==> src/rtl/ofc_pkg.sv <==
package ofc_pkg;

    // Sizes of the fields and of the cascade
    localparam int MAX_STAGES     = 4;
    localparam int SAMPLE_BITS    = 24;
    localparam int GAIN_BITS      = 16;
    localparam int COUNT_BITS     = 3;
    localparam int CFG_IDX_BITS   = 2;
    localparam int CFG_DATA_BITS  = 16;

    // Internal widths, derived from the sample width (the product also from the gain width)
    localparam int INTEG_BITS     = SAMPLE_BITS + 2;
    localparam int DIFF_BITS      = INTEG_BITS + 1;
    localparam int PROD_BITS      = DIFF_BITS + GAIN_BITS;
    localparam int V_BITS         = DIFF_BITS;
    localparam int Y_BITS         = INTEG_BITS + 2;
    localparam int WIDE_BITS      = INTEG_BITS + 3;

    // Digit-serial multiplier: one gain digit a cycle
    localparam int DIGIT_BITS     = 4;
    localparam int DIGITS         = GAIN_BITS / DIGIT_BITS;
    localparam int DIGIT_IDX_BITS = $clog2(DIGITS);

    localparam int STAGE_IDX_BITS = (MAX_STAGES > 1) ? $clog2(MAX_STAGES) : 1;

    // Register reset values
    localparam logic [GAIN_BITS-1:0]  GAIN_RESET  = GAIN_BITS'(17763);
    localparam logic                  MODE_RESET  = 1'b0;
    localparam logic [COUNT_BITS-1:0] COUNT_RESET = COUNT_BITS'(1);

    // Half an LSB of v, preloaded into the product accumulator
    localparam logic signed [PROD_BITS-1:0] ROUND_CONST =
        PROD_BITS'(64'sd1 <<< (GAIN_BITS - 1));

    // Saturation limits at the widest internal sum
    localparam logic signed [WIDE_BITS-1:0] INTEG_HI =
        WIDE_BITS'((64'sd1 <<< (INTEG_BITS - 1)) - 64'sd1);
    localparam logic signed [WIDE_BITS-1:0] INTEG_LO = -INTEG_HI - WIDE_BITS'(1);
    localparam logic signed [WIDE_BITS-1:0] SAMPLE_HI =
        WIDE_BITS'((64'sd1 <<< (SAMPLE_BITS - 1)) - 64'sd1);
    localparam logic signed [WIDE_BITS-1:0] SAMPLE_LO = -SAMPLE_HI - WIDE_BITS'(1);

    typedef logic [STAGE_IDX_BITS-1:0] t_stage_idx;

    typedef enum logic [CFG_IDX_BITS-1:0] {
        CFG_GAIN  = 2'd0,
        CFG_MODE  = 2'd1,
        CFG_COUNT = 2'd2
    } t_cfg_idx;

    typedef enum logic [2:0] {
        ST_IDLE,
        ST_LOAD,
        ST_MUL,
        ST_ROUND,
        ST_UPDATE,
        ST_EMIT
    } t_state;

    typedef struct packed {
        logic load;
        logic step;
    } t_mul_ctrl;

    typedef struct packed {
        logic round;
        logic highpass;
    } t_post_ctrl;

    function automatic logic signed [INTEG_BITS-1:0] sat_integ(
        input logic signed [WIDE_BITS-1:0] a
    );
        if (a > INTEG_HI) return INTEG_BITS'(INTEG_HI);
        if (a < INTEG_LO) return INTEG_BITS'(INTEG_LO);
        return INTEG_BITS'(a);
    endfunction

    function automatic logic signed [SAMPLE_BITS-1:0] sat_sample(
        input logic signed [WIDE_BITS-1:0] a
    );
        if (a > SAMPLE_HI) return SAMPLE_BITS'(SAMPLE_HI);
        if (a < SAMPLE_LO) return SAMPLE_BITS'(SAMPLE_LO);
        return SAMPLE_BITS'(a);
    endfunction

    // Index of the last active stage; zero acts as one, excess as the maximum
    function automatic t_stage_idx last_stage(input logic [COUNT_BITS-1:0] count);
        if (count == '0) return '0;
        if (int'(count) > MAX_STAGES) return STAGE_IDX_BITS'(MAX_STAGES - 1);
        return STAGE_IDX_BITS'(int'(count) - 1);
    endfunction

endpackage

==> src/rtl/ofc_in_if.sv <==
interface ofc_in_if import ofc_pkg::*; ();
    logic                          valid;
    logic                          ready;
    logic signed [SAMPLE_BITS-1:0] sample_in;

    modport source (output valid, output sample_in, input ready);
    modport sink   (input valid, input sample_in, output ready);
endinterface

==> src/rtl/ofc_out_if.sv <==
interface ofc_out_if import ofc_pkg::*; ();
    logic                          valid;
    logic                          ready;
    logic signed [SAMPLE_BITS-1:0] sample_out;

    modport source (output valid, output sample_out, input ready);
    modport sink   (input valid, input sample_out, output ready);
endinterface

==> src/rtl/ofc_serial_mul.sv <==
module ofc_serial_mul import ofc_pkg::*; (
    input  logic                          i_clk,
    input  t_mul_ctrl                     i_ctrl,
    input  logic signed [DIFF_BITS-1:0]   i_mcand,
    input  logic        [GAIN_BITS-1:0]   i_gain,
    output logic signed [PROD_BITS-1:0]   o_product
);

    logic signed [PROD_BITS-1:0]         r_mcand, n_mcand;
    logic        [GAIN_BITS-1:0]         r_mplier, n_mplier;
    logic signed [PROD_BITS-1:0]         r_acc, n_acc;
    logic        [DIGIT_BITS-1:0]        w_digit;
    logic signed [PROD_BITS+DIGIT_BITS:0] w_part;

    // Partial product of the multiplicand and the lowest gain digit
    assign w_digit = r_mplier[DIGIT_BITS-1:0];
    assign w_part  = r_mcand * $signed({1'b0, w_digit});

    // Load operands and preload the rounding constant, or accumulate one digit and shift both operands on
    always_comb begin
        n_mcand  = r_mcand;
        n_mplier = r_mplier;
        n_acc    = r_acc;
        if (i_ctrl.load) begin
            n_mcand  = PROD_BITS'(i_mcand);
            n_mplier = i_gain;
            n_acc    = ROUND_CONST;
        end else if (i_ctrl.step) begin
            n_acc    = r_acc + w_part[PROD_BITS-1:0];
            n_mcand  = r_mcand <<< DIGIT_BITS;
            n_mplier = r_mplier >> DIGIT_BITS;
        end
    end

    always_ff @(posedge i_clk) begin
        r_mcand  <= n_mcand;
        r_mplier <= n_mplier;
        r_acc    <= n_acc;
    end

    assign o_product = r_acc;

endmodule

==> src/rtl/ofc_stage_post.sv <==
module ofc_stage_post import ofc_pkg::*; (
    input  logic                          i_clk,
    input  t_post_ctrl                    i_ctrl,
    input  logic signed [PROD_BITS-1:0]   i_product,
    input  logic signed [INTEG_BITS-1:0]  i_integ,
    input  logic signed [SAMPLE_BITS-1:0] i_x,
    output logic signed [INTEG_BITS-1:0]  o_integ_next,
    output logic signed [SAMPLE_BITS-1:0] o_stage_out
);

    logic signed [V_BITS-1:0]    w_v;
    logic signed [Y_BITS-1:0]    w_y;
    logic signed [V_BITS-1:0]    r_v;
    logic signed [Y_BITS-1:0]    r_y;
    logic                        r_hp;
    logic signed [WIDE_BITS-1:0] w_sum;
    logic signed [WIDE_BITS-1:0] w_hp_out;
    logic signed [WIDE_BITS-1:0] w_pick;

    // Drop the fraction of the rounded product, then add the state
    assign w_v = i_product[PROD_BITS-1:GAIN_BITS];
    assign w_y = Y_BITS'(w_v) + Y_BITS'(i_integ);

    always_ff @(posedge i_clk) begin
        if (i_ctrl.round) begin
            r_v  <= w_v;
            r_y  <= w_y;
            r_hp <= i_ctrl.highpass;
        end
    end

    // New state and stage output, both saturated
    assign w_sum    = WIDE_BITS'(r_v) + WIDE_BITS'(r_y);
    assign w_hp_out = WIDE_BITS'(i_x) - WIDE_BITS'(r_y);
    assign w_pick   = r_hp ? w_hp_out : WIDE_BITS'(r_y);

    assign o_integ_next = sat_integ(w_sum);
    assign o_stage_out  = sat_sample(w_pick);

endmodule

==> src/rtl/one_pole_tpt_filter_cascade.sv <==
// Each of the N active stages runs load, the 4-bit digit-serial multiply, round and update
// in turn; a new word is accepted only in the idle state, once the last stage has updated
// and the emit state has handed the result to the output register.
// Reset (i_rst_n low at a clock edge) clears the sequencer, the output register,
// all stage integrators, and returns the registers to their reset values.
module one_pole_tpt_filter_cascade import ofc_pkg::*; (
    input  logic                     i_clk,
    input  logic                     i_rst_n,
    ofc_in_if.sink                   i_in,
    ofc_out_if.source                o_out,
    input  logic                     i_cfg_we,
    input  logic [CFG_IDX_BITS-1:0]  i_cfg_idx,
    input  logic [CFG_DATA_BITS-1:0] i_cfg_data
);

    t_state                        r_state, n_state;
    logic [GAIN_BITS-1:0]          r_gain;
    logic                          r_mode;
    logic [COUNT_BITS-1:0]         r_count;
    t_stage_idx                    r_stage;
    t_stage_idx                    r_last;
    logic [DIGIT_IDX_BITS-1:0]     r_digit;
    logic signed [SAMPLE_BITS-1:0] r_x;
    logic signed [INTEG_BITS-1:0]  r_integ [MAX_STAGES];
    logic                          r_out_valid;
    logic signed [SAMPLE_BITS-1:0] r_out_data;

    logic                          w_in_ready;
    logic                          w_update;
    logic                          w_emit;
    logic                          w_slot_free;
    logic                          w_last_digit;
    t_mul_ctrl                     w_mul_ctrl;
    t_post_ctrl                    w_post_ctrl;
    logic signed [DIFF_BITS-1:0]   w_diff;
    logic signed [PROD_BITS-1:0]   w_product;
    logic signed [INTEG_BITS-1:0]  w_integ_next;
    logic signed [SAMPLE_BITS-1:0] w_stage_out;

    assign w_slot_free  = !r_out_valid || o_out.ready;
    assign w_last_digit = (r_digit == DIGIT_IDX_BITS'(DIGITS - 1));
    assign w_diff       = DIFF_BITS'(r_x) - DIFF_BITS'(r_integ[r_stage]);

    // Next state of the sequencer
    always_comb begin
        n_state = r_state;
        unique case (r_state)
            ST_IDLE:   if (i_in.valid) n_state = ST_LOAD;
            ST_LOAD:   n_state = ST_MUL;
            ST_MUL:    if (w_last_digit) n_state = ST_ROUND;
            ST_ROUND:  n_state = ST_UPDATE;
            ST_UPDATE: n_state = (r_stage == r_last) ? ST_EMIT : ST_LOAD;
            ST_EMIT:   if (w_slot_free) n_state = ST_IDLE;
            default:   n_state = ST_IDLE;
        endcase
    end

    // Sequencer outputs
    always_comb begin
        w_in_ready           = 1'b0;
        w_mul_ctrl           = '0;
        w_post_ctrl.round    = 1'b0;
        w_post_ctrl.highpass = r_mode;
        w_update             = 1'b0;
        w_emit               = 1'b0;
        unique case (r_state)
            ST_IDLE:   w_in_ready = 1'b1;
            ST_LOAD:   w_mul_ctrl.load = 1'b1;
            ST_MUL:    w_mul_ctrl.step = 1'b1;
            ST_ROUND:  w_post_ctrl.round = 1'b1;
            ST_UPDATE: w_update = 1'b1;
            ST_EMIT:   w_emit = w_slot_free;
            default:   w_in_ready = 1'b0;
        endcase
    end

    ofc_serial_mul u_mul (
        .i_clk     (i_clk),
        .i_ctrl    (w_mul_ctrl),
        .i_mcand   (w_diff),
        .i_gain    (r_gain),
        .o_product (w_product)
    );

    ofc_stage_post u_post (
        .i_clk        (i_clk),
        .i_ctrl       (w_post_ctrl),
        .i_product    (w_product),
        .i_integ      (r_integ[r_stage]),
        .i_x          (r_x),
        .o_integ_next (w_integ_next),
        .o_stage_out  (w_stage_out)
    );

    // Configuration registers
    always_ff @(posedge i_clk) begin
        if (!i_rst_n) begin
            r_gain  <= GAIN_RESET;
            r_mode  <= MODE_RESET;
            r_count <= COUNT_RESET;
        end else if (i_cfg_we) begin
            unique case (i_cfg_idx)
                CFG_GAIN:  r_gain  <= i_cfg_data[GAIN_BITS-1:0];
                CFG_MODE:  r_mode  <= i_cfg_data[0];
                CFG_COUNT: r_count <= i_cfg_data[COUNT_BITS-1:0];
                default:   r_gain  <= r_gain;
            endcase
        end
    end

    // Sequencer state, stage and digit counters, output valid
    always_ff @(posedge i_clk) begin
        if (!i_rst_n) begin
            r_state     <= ST_IDLE;
            r_stage     <= '0;
            r_last      <= '0;
            r_digit     <= '0;
            r_out_valid <= 1'b0;
        end else begin
            r_state <= n_state;
            if (w_in_ready && i_in.valid) begin
                r_stage <= '0;
                r_last  <= last_stage(r_count);
            end
            if (w_mul_ctrl.load) r_digit <= '0;
            else if (w_mul_ctrl.step) r_digit <= r_digit + DIGIT_IDX_BITS'(1);
            if (w_update && (r_stage != r_last)) r_stage <= r_stage + STAGE_IDX_BITS'(1);
            if (w_emit) r_out_valid <= 1'b1;
            else if (o_out.ready) r_out_valid <= 1'b0;
        end
    end

    // Stage integrators: cleared at reset, written at the end of each stage
    always_ff @(posedge i_clk) begin
        if (!i_rst_n) begin
            for (int k = 0; k < MAX_STAGES; k++) r_integ[k] <= '0;
        end else if (w_update) begin
            r_integ[r_stage] <= w_integ_next;
        end
    end

    // Sample word: take the input, then each stage output in turn
    always_ff @(posedge i_clk) begin
        if (w_in_ready && i_in.valid) r_x <= i_in.sample_in;
        else if (w_update) r_x <= w_stage_out;
        if (w_emit) r_out_data <= r_x;
    end

    assign i_in.ready       = w_in_ready;
    assign o_out.valid      = r_out_valid;
    assign o_out.sample_out = r_out_data;

endmodule

==> src/flat_wrapper.sv <==
// flat-port wrapper written by rule: the top's interface ports become plain ports
module one_pole_tpt_filter_cascade_flat import ofc_pkg::*;
  (i_clk, i_rst_n, i_cfg_we, i_cfg_idx, i_cfg_data, i_in_valid, i_in_sample_in, i_in_ready, o_out_valid, o_out_sample_out, o_out_ready);
  ofc_in_if i_in_i ();
  ofc_out_if o_out_i ();
  input  logic i_clk;
  input  logic i_rst_n;
  input  logic i_cfg_we;
  input  logic [CFG_IDX_BITS-1:0] i_cfg_idx;
  input  logic [CFG_DATA_BITS-1:0] i_cfg_data;
  input wire logic [$bits(i_in_i.valid)-1:0] i_in_valid;
  input wire logic [$bits(i_in_i.sample_in)-1:0] i_in_sample_in;
  output wire logic [$bits(i_in_i.ready)-1:0] i_in_ready;
  output wire logic [$bits(o_out_i.valid)-1:0] o_out_valid;
  output wire logic [$bits(o_out_i.sample_out)-1:0] o_out_sample_out;
  input wire logic [$bits(o_out_i.ready)-1:0] o_out_ready;
  assign i_in_i.valid = i_in_valid;
  assign i_in_i.sample_in = i_in_sample_in;
  assign i_in_ready = i_in_i.ready;
  assign o_out_valid = o_out_i.valid;
  assign o_out_sample_out = o_out_i.sample_out;
  assign o_out_i.ready = o_out_ready;
  one_pole_tpt_filter_cascade u_core (.i_clk(i_clk), .i_rst_n(i_rst_n), .i_in(i_in_i), .o_out(o_out_i), .i_cfg_we(i_cfg_we), .i_cfg_idx(i_cfg_idx), .i_cfg_data(i_cfg_data));
endmodule
==> config.mk <==
export PLATFORM = sky130hd
export DESIGN_NAME = one_pole_tpt_filter_cascade_flat
export DESIGN_NICKNAME = d
export VERILOG_FILES = /design/src/rtl/ofc_pkg.sv /design/src/rtl/ofc_in_if.sv /design/src/rtl/ofc_out_if.sv /design/src/rtl/ofc_serial_mul.sv /design/src/rtl/ofc_stage_post.sv /design/src/rtl/one_pole_tpt_filter_cascade.sv /design/src/flat_wrapper.sv
export SDC_FILE = /design/constraint.sdc
export NUM_CORES = 1
export LEC_CHECK = 0
export ABC_CLOCK_PERIOD_IN_PS = 5900
export BUFFER_PORTS_ARGS = -buffer_cell sky130_fd_sc_hd__buf_4
export CORE_UTILIZATION = 40
export CTS_CLUSTER_SIZE = 10
export DETAILED_ROUTE_END_ITERATION = 10
export GPL_TIMING_DRIVEN = 0
export PLACE_DENSITY = 0.62
export SLEW_MARGIN = 25
export SYNTH_ARGS = -nofsm -noshare
export SYNTH_HDL_FRONTEND = slang
export SYNTH_SLANG_ARGS = --single-unit
export TNS_END_PERCENT = 20
==> constraint.sdc <==
create_clock -name i_clk -period 5.9 [get_ports i_clk]
set_input_delay 1.475 -clock i_clk [delete_from_list [all_inputs] [get_ports i_clk]]
set_output_delay 1.475 -clock i_clk [all_outputs]
set_load 0.05 [all_outputs]
==> Yosys cells after proc, flatten, opt, wreduce, memory -nomap -nowiden <==
Memory sizes are Yosys's and may differ from the RTL's. A register that Yosys moved wholly into a read port is not among the register bits.
Cells that the tools add are included.
{ "word_totals": {"register_bits": 236, "latchBits": 0, "ramBits": 104, "rom_bits": 0, "in_bits": 47, "out_inout_bits": 26, "wordCells": 118, "mem_count": 1} }
{ "op_classes": {"addsub": 8, "mul": 1, "div": 0, "magnitude_cmp": 5, "n_eq_ne": 13, "shifts": 0, "mux": 56, "bitwise_logic": 1, "reduce_logical": 17} }
{ "mem_list": {"columns": ["name", "words", "width", "read_ports", "rd_clocked_by_memory_dff", "wr", "line", "text"], "rows": [
  ["u_core.r_integ", 4, 26, 1, 1, 4, "one_pole_tpt_filter_cascade.sv:24", "logic signed [INTEG_BITS-1:0] r_integ [MAX_STAGES];"]
]} }
{ "op_table": {"columns": ["operator", "n"], "rows": [
  ["24-bit two-way mux", 6],
  ["26-bit two-way mux", 5],
  ["43-bit two-way mux", 2],
  ["43-bit adder", 1],
  ["43-bit by 5-bit multiplier with 43-bit output", 1],
  ["16-bit two-way mux", 2],
  ["27-bit by 28-bit adder with 29-bit output", 1],
  ["29-bit by 24-bit > comparator with 1-bit output, second input constant", 1],
  ["29-bit by 26-bit > comparator with 1-bit output, second input constant", 1],
  ["29-bit by 24-bit < comparator with 1-bit output, second input constant", 1],
  ["29-bit by 26-bit < comparator with 1-bit output, second input constant", 1],
  ["29-bit two-way mux", 1],
  ["24-bit by 28-bit subtractor with 29-bit output", 1],
  ["27-bit by 26-bit adder with 28-bit output", 1],
  ["24-bit by 26-bit subtractor with 27-bit output", 1],
  ["1-bit two-way mux", 26],
  ["26-bit OR reduction", 1],
  ["2-bit two-way mux", 9],
  ["3-bit case mux with 6 select lines", 1],
  ["3-bit two-way mux", 4],
  ["2-bit nonzero test", 4],
  ["3-bit by 2-bit equality test with 1-bit output, second input constant", 2],
  ["3-bit equality test, second input constant", 2],
  ["3-bit logical NOT", 2],
  ["other kinds (18)", 24]
]} }

==> Logic depth before layout (Yosys ltp) <==
{ "logic_depth": {"word_depth": 10, "depth_mapped": 20, "ltp_nobuf": 18} }

==> By module <==
From an unflattened synthesis, not the netlist that was laid out.
{ "unflattened": {"cells_unflattened": 2664, "hier_area_um2": 26273.9} }
{ "modules_own_cells": {"columns": ["mod", "n_inst", "cells_per_inst", "area_each_um2", "seq_area_each_um2"], "rows": [
  ["ofc_serial_mul", 1, 1173, 10829.1, 2632.5],
  ["one_pole_tpt_filter_cascade", 1, 733, 8800.9, 5205.0],
  ["ofc_stage_post", 1, 758, 6643.9, 1681.6]
]} }

==> Worst setup path before layout <==
OpenSTA, ideal clock, no wires.
{ "synth_path": {"kind": "register -> register", "start": "register u_core.u_mul.r_mplier[1]", "end": "register u_core.u_mul.r_acc[42], in the netlist u_core.u_mul.o_product[42]", "setup_ps": 148, "t_arrival_ps": 4889, "t_required_ps": 5752, "setup_slack_ps": 863, "path_stages_with_launch": 20, "n_path_buf": 1, "synth_period_minus_slack_ps": 5037, "path_cell_list": "edfxtp_1 clkbuf_1 nand2_1 fa_1 inv_1 fa_1 inv_1 fa_1 inv_1 ha_1 a21o_1 a21o_1 a2111oi_2 nor2_1 nor2_2 o21ai_2 o41ai_4 o311ai_1 a2111oi_0 nor4_1"} }
{ "synth_between": {"elab_chain_len": 2} }
{ "synth_lines": {"columns": ["item", "line", "text"], "rows": [
  ["from (decl)", "ofc_serial_mul.sv:10", "logic [GAIN_BITS-1:0] r_mplier, n_mplier;"],
  ["from (signal assigned)", "ofc_serial_mul.sv:37", "r_mplier <= n_mplier;"],
  ["43-bit by 5-bit multiplier with 43-bit output", "ofc_serial_mul.sv:17", "assign w_part = r_mcand * $signed({1'b0, w_digit});"],
  ["43-bit adder", "ofc_serial_mul.sv:29", "n_acc = r_acc + w_part[PROD_BITS-1:0];"],
  ["to (signal assigned)", "ofc_serial_mul.sv:38", "r_acc <= n_acc;"],
  ["to (decl)", "ofc_serial_mul.sv:11", "logic signed [PROD_BITS-1:0] r_acc, n_acc;"]
]} }
Every way passes these cells.
A chain may end at the register's enable or synchronous reset.

==> Worst setup path after layout <==
{ "layout_path": {"start": "register u_core.u_mul.r_mplier[1]", "end": "register u_core.u_mul.r_acc[41], in the netlist u_core.u_mul.o_product[41]"} }
Same word-level chain as after synthesis.

==> run metrics <==
minimum clock period after layout=5.67 ns; DRT iter0 DRCs=1,922; post-place setup slack=-0.242 ns; Mapped Area=25,800 sq um; Tcrit/Tclk final=0.961; largest net degree at the start of global routing=49; vias per cell=5.72; Fmax=176 MHz; final setup vio count=0; Port Buffers=72; fin cells=3,572; initial cell density of the core=0.406; most frequent cells in the layout=290 x inv_1, 269 x nand2_1, 267 x edfxtp_1, 195 x ha_1, 144 x a21oi_1; post-detail-place hpwl=62.1 mm; Clock Tree Buf Depth=3; via count=20,400; Hold Crit Class=reg -> reg; clock sinks=342; dpl cells=3,487; family with the most delay on the worst path=compound AO/OA/AOI/OAI gates; CTS tree=built; vias in the first global route=20,100; initial antenna violation count=1; CP startpoint kind=register; Slew @ Worst Pin=1.02 ns; Slew Limit Fails=0; average size of a mapped cell=10.1 sq um; sequential-to-total area share from yosys stat=0.369; PnR worst setup slack=0.232 ns; post-synth net total=2,929; outcome=finished, final reports clean; Data required, critical path=6.31 ns; RSZ-0062 raised after global routing=no; CP endpoint kind=register; slowest stage delay, CP=0.54 ns; layout cells sized above 1=0.0947; DRC Markers=0; Pre-antenna DRT Iters=8; worst hold margin=0.467 ns; IO Count=73; Post-DRT Antenna Nets=0; Post-synth EDFFs=267; die area=65,500 sq um; core box area=63,400 sq um; main flop type after synthesis=edfxtp_1; Synth warnings=0; Slowest cell on crit path=fa_1; final WL=80.0 mm; Die Y=256 um; FFs w/ async S/R, synth=0; chip width=256 um; gr usage total=0.242; wire length per cell=22.4 um; final core utilization=0.456; Final nets=3,057; most common cell after layout, fill and taps aside=inv_1; first-pass GRT wire length=121 mm; H-tree Lvls=2; cells after synthesis=2,564; Fin. Hold Viols=0; Area growth, synth to finish=12.2%; Max-Cap Viols=0; Overflow after GRT=0; FP Rows=92; skew final=0.0436 ns; Setup CP Type=reg -> reg; critical path, cell by cell=buf_4 > clkbuf_2 > nand2_1 > fa_1 > inv_1 > fa_1 > inv_1 > fa_1 > inv_1 > ha_1 > clkbuf_1 > a21oi_1 > o21ai_0 > a21oi_1 > o21ai_0 > o211ai_1 > a21boi_2 > a41oi_1 > o21a_1 > xor2_1 > o22ai_1; CTS buffer count=43; Clock Tree Root=clkbuf_16; Synth cell types=92; slew margin rel.=0.313; RD Place Congestion=0.958; critical path peak fanout=10; WP buf/inv=6; Synth Register Bits=342; clk_lat worst skew=0.61 ns; Reg clk slew, reported paths=0.06 ns; arrival time worst endpoint=6.08 ns
-- per-layer routing --
layer | GRT usage | vias up | routed length (um)
met5 | 0 | - | 12
met4 | 0.0704 | 2 | 2330
met3 | 0.0386 | 120 | 6180
met2 | 0.386 | 811 | 36700
met1 | 0.338 | 10200 | 34900
li1 | - | 9331 | -
-- area by class of cell --
cell class,instances,area [sq um]
buffer,111,573
multi-input combinational,1821,14700
clock buffer,71,1220
sequential,342,9520
antenna,1,2.50
tap,846,1060
timing repair buffer,83,696
inverter,290,1090
clock inverter,7,92.6
fill,5873,34500
-- cell usage after synthesis (all sizes together) (10+ instances only) --
cell,n,share of area
inv,290,0.042
nand2,273,0.040
edfxtp,267,0.31
ha,195,0.095
a21oi,152,0.031
and2,127,0.031
fa,123,0.096
o21ai,110,0.022
o31ai,103,0.032
nor2,96,0.014
a21o,86,0.025
clkbuf,80,0.012
xnor2,76,0.026
dfxtp,75,0.058
xor2,55,0.019
o21a,38,0.011
nand3,35,0.0076
nand2b,32,0.0078
buf,31,0.0097
a221o,27,0.010
mux4,26,0.023
nor2b,26,0.0063
nor3,26,0.0050
nand4,18,0.0044
o22ai,17,0.0041
and3,16,0.0039
a21boi,14,0.0041
a211oi,12,0.0037
a31oi,12,0.0037
o211ai,11,0.0032
o21bai,10,0.0029
-- path summary, 6_finish.rpt --
kind,startpoint,end,slack [ns],cells past startpoint
setup reg to reg,u_core.u_mul.r_mplier[1],u_core.u_mul.o_product[41],0.23,21
hold reg to reg,u_core.r_digit[1],u_core.r_digit[1],0.47,2
hold / removal,u_core.r_digit[1],u_core.r_digit[1],0.47,2
setup / recovery,u_core.u_mul.r_mplier[1],u_core.u_mul.o_product[41],0.23,21
-- worst reg2reg max path, stage by stage (launching register included) --
cell and delay, ns:
edfxtp_1 0.42, buf_4 0.17, clkbuf_2 0.27, nand2_1 0.12, fa_1 0.52, inv_1 0.05
fa_1 0.48, inv_1 0.06, fa_1 0.54, inv_1 0.05, ha_1 0.26, clkbuf_1 0.27
a21oi_1 0.15, o21ai_0 0.33, a21oi_1 0.11, o21ai_0 0.30, o211ai_1 0.27, a21boi_2 0.33
a41oi_1 0.28, o21a_1 0.28, xor2_1 0.14, o22ai_1 0.10
-- sequential cells by signal (all words and copies together) (netlist names), named ones only --
signal	flops
u_core.r_last	2
u_core.r_state	3
u_core.r_x	24
u_core.r_mode	1
u_core.o_out.sample_out	24
u_core.r_stage	2
u_core.r_digit	2
u_core.r_gain	16
u_core.r_integ	104
u_core.u_mul.r_mcand	43
u_core.u_mul.o_product	43
u_core.u_post.r_y	28
u_core.u_mul.r_mplier	16
u_core.r_count	3
u_core.u_post.r_v	27
u_core.u_post.r_hp	1
u_core.o_out.valid	1
-- cell families after synthesis --
| kind of cell | after synthesis | synth area share |
|---|---|---|
| buf+inv | 401 | 0.0636 |
| flops | 342 | 0.369 |
| fa+ha+maj | 318 | 0.190 |
| mux | 37 | 0.0271 |
| compound gates | 648 | 0.175 |
| simple gates | 687 | 0.131 |
| xor+xnor | 131 | 0.0445 |
-- timing repair --
item                       4_1_cts  5_1_grt
setup endpoints to repair        3       17
pin swaps                        0        2
hold buffers                     0        0
resized for setup               10       12
setup buffers                    0        6
-- metrics by stage --
stage,setup TNS [ns],area [sq um]
2_1_floorplan,0,25800
3_3_place_gp,-39.53,27400
3_5_place_dp,-0.395,27500
4_1_cts,0,28900
5_1_grt,0,28900
6_report,0,28900
Power is left out: the tool's default activity adds up to more than one toggle a clock period on the data nets, which glitch-free logic cannot reach.
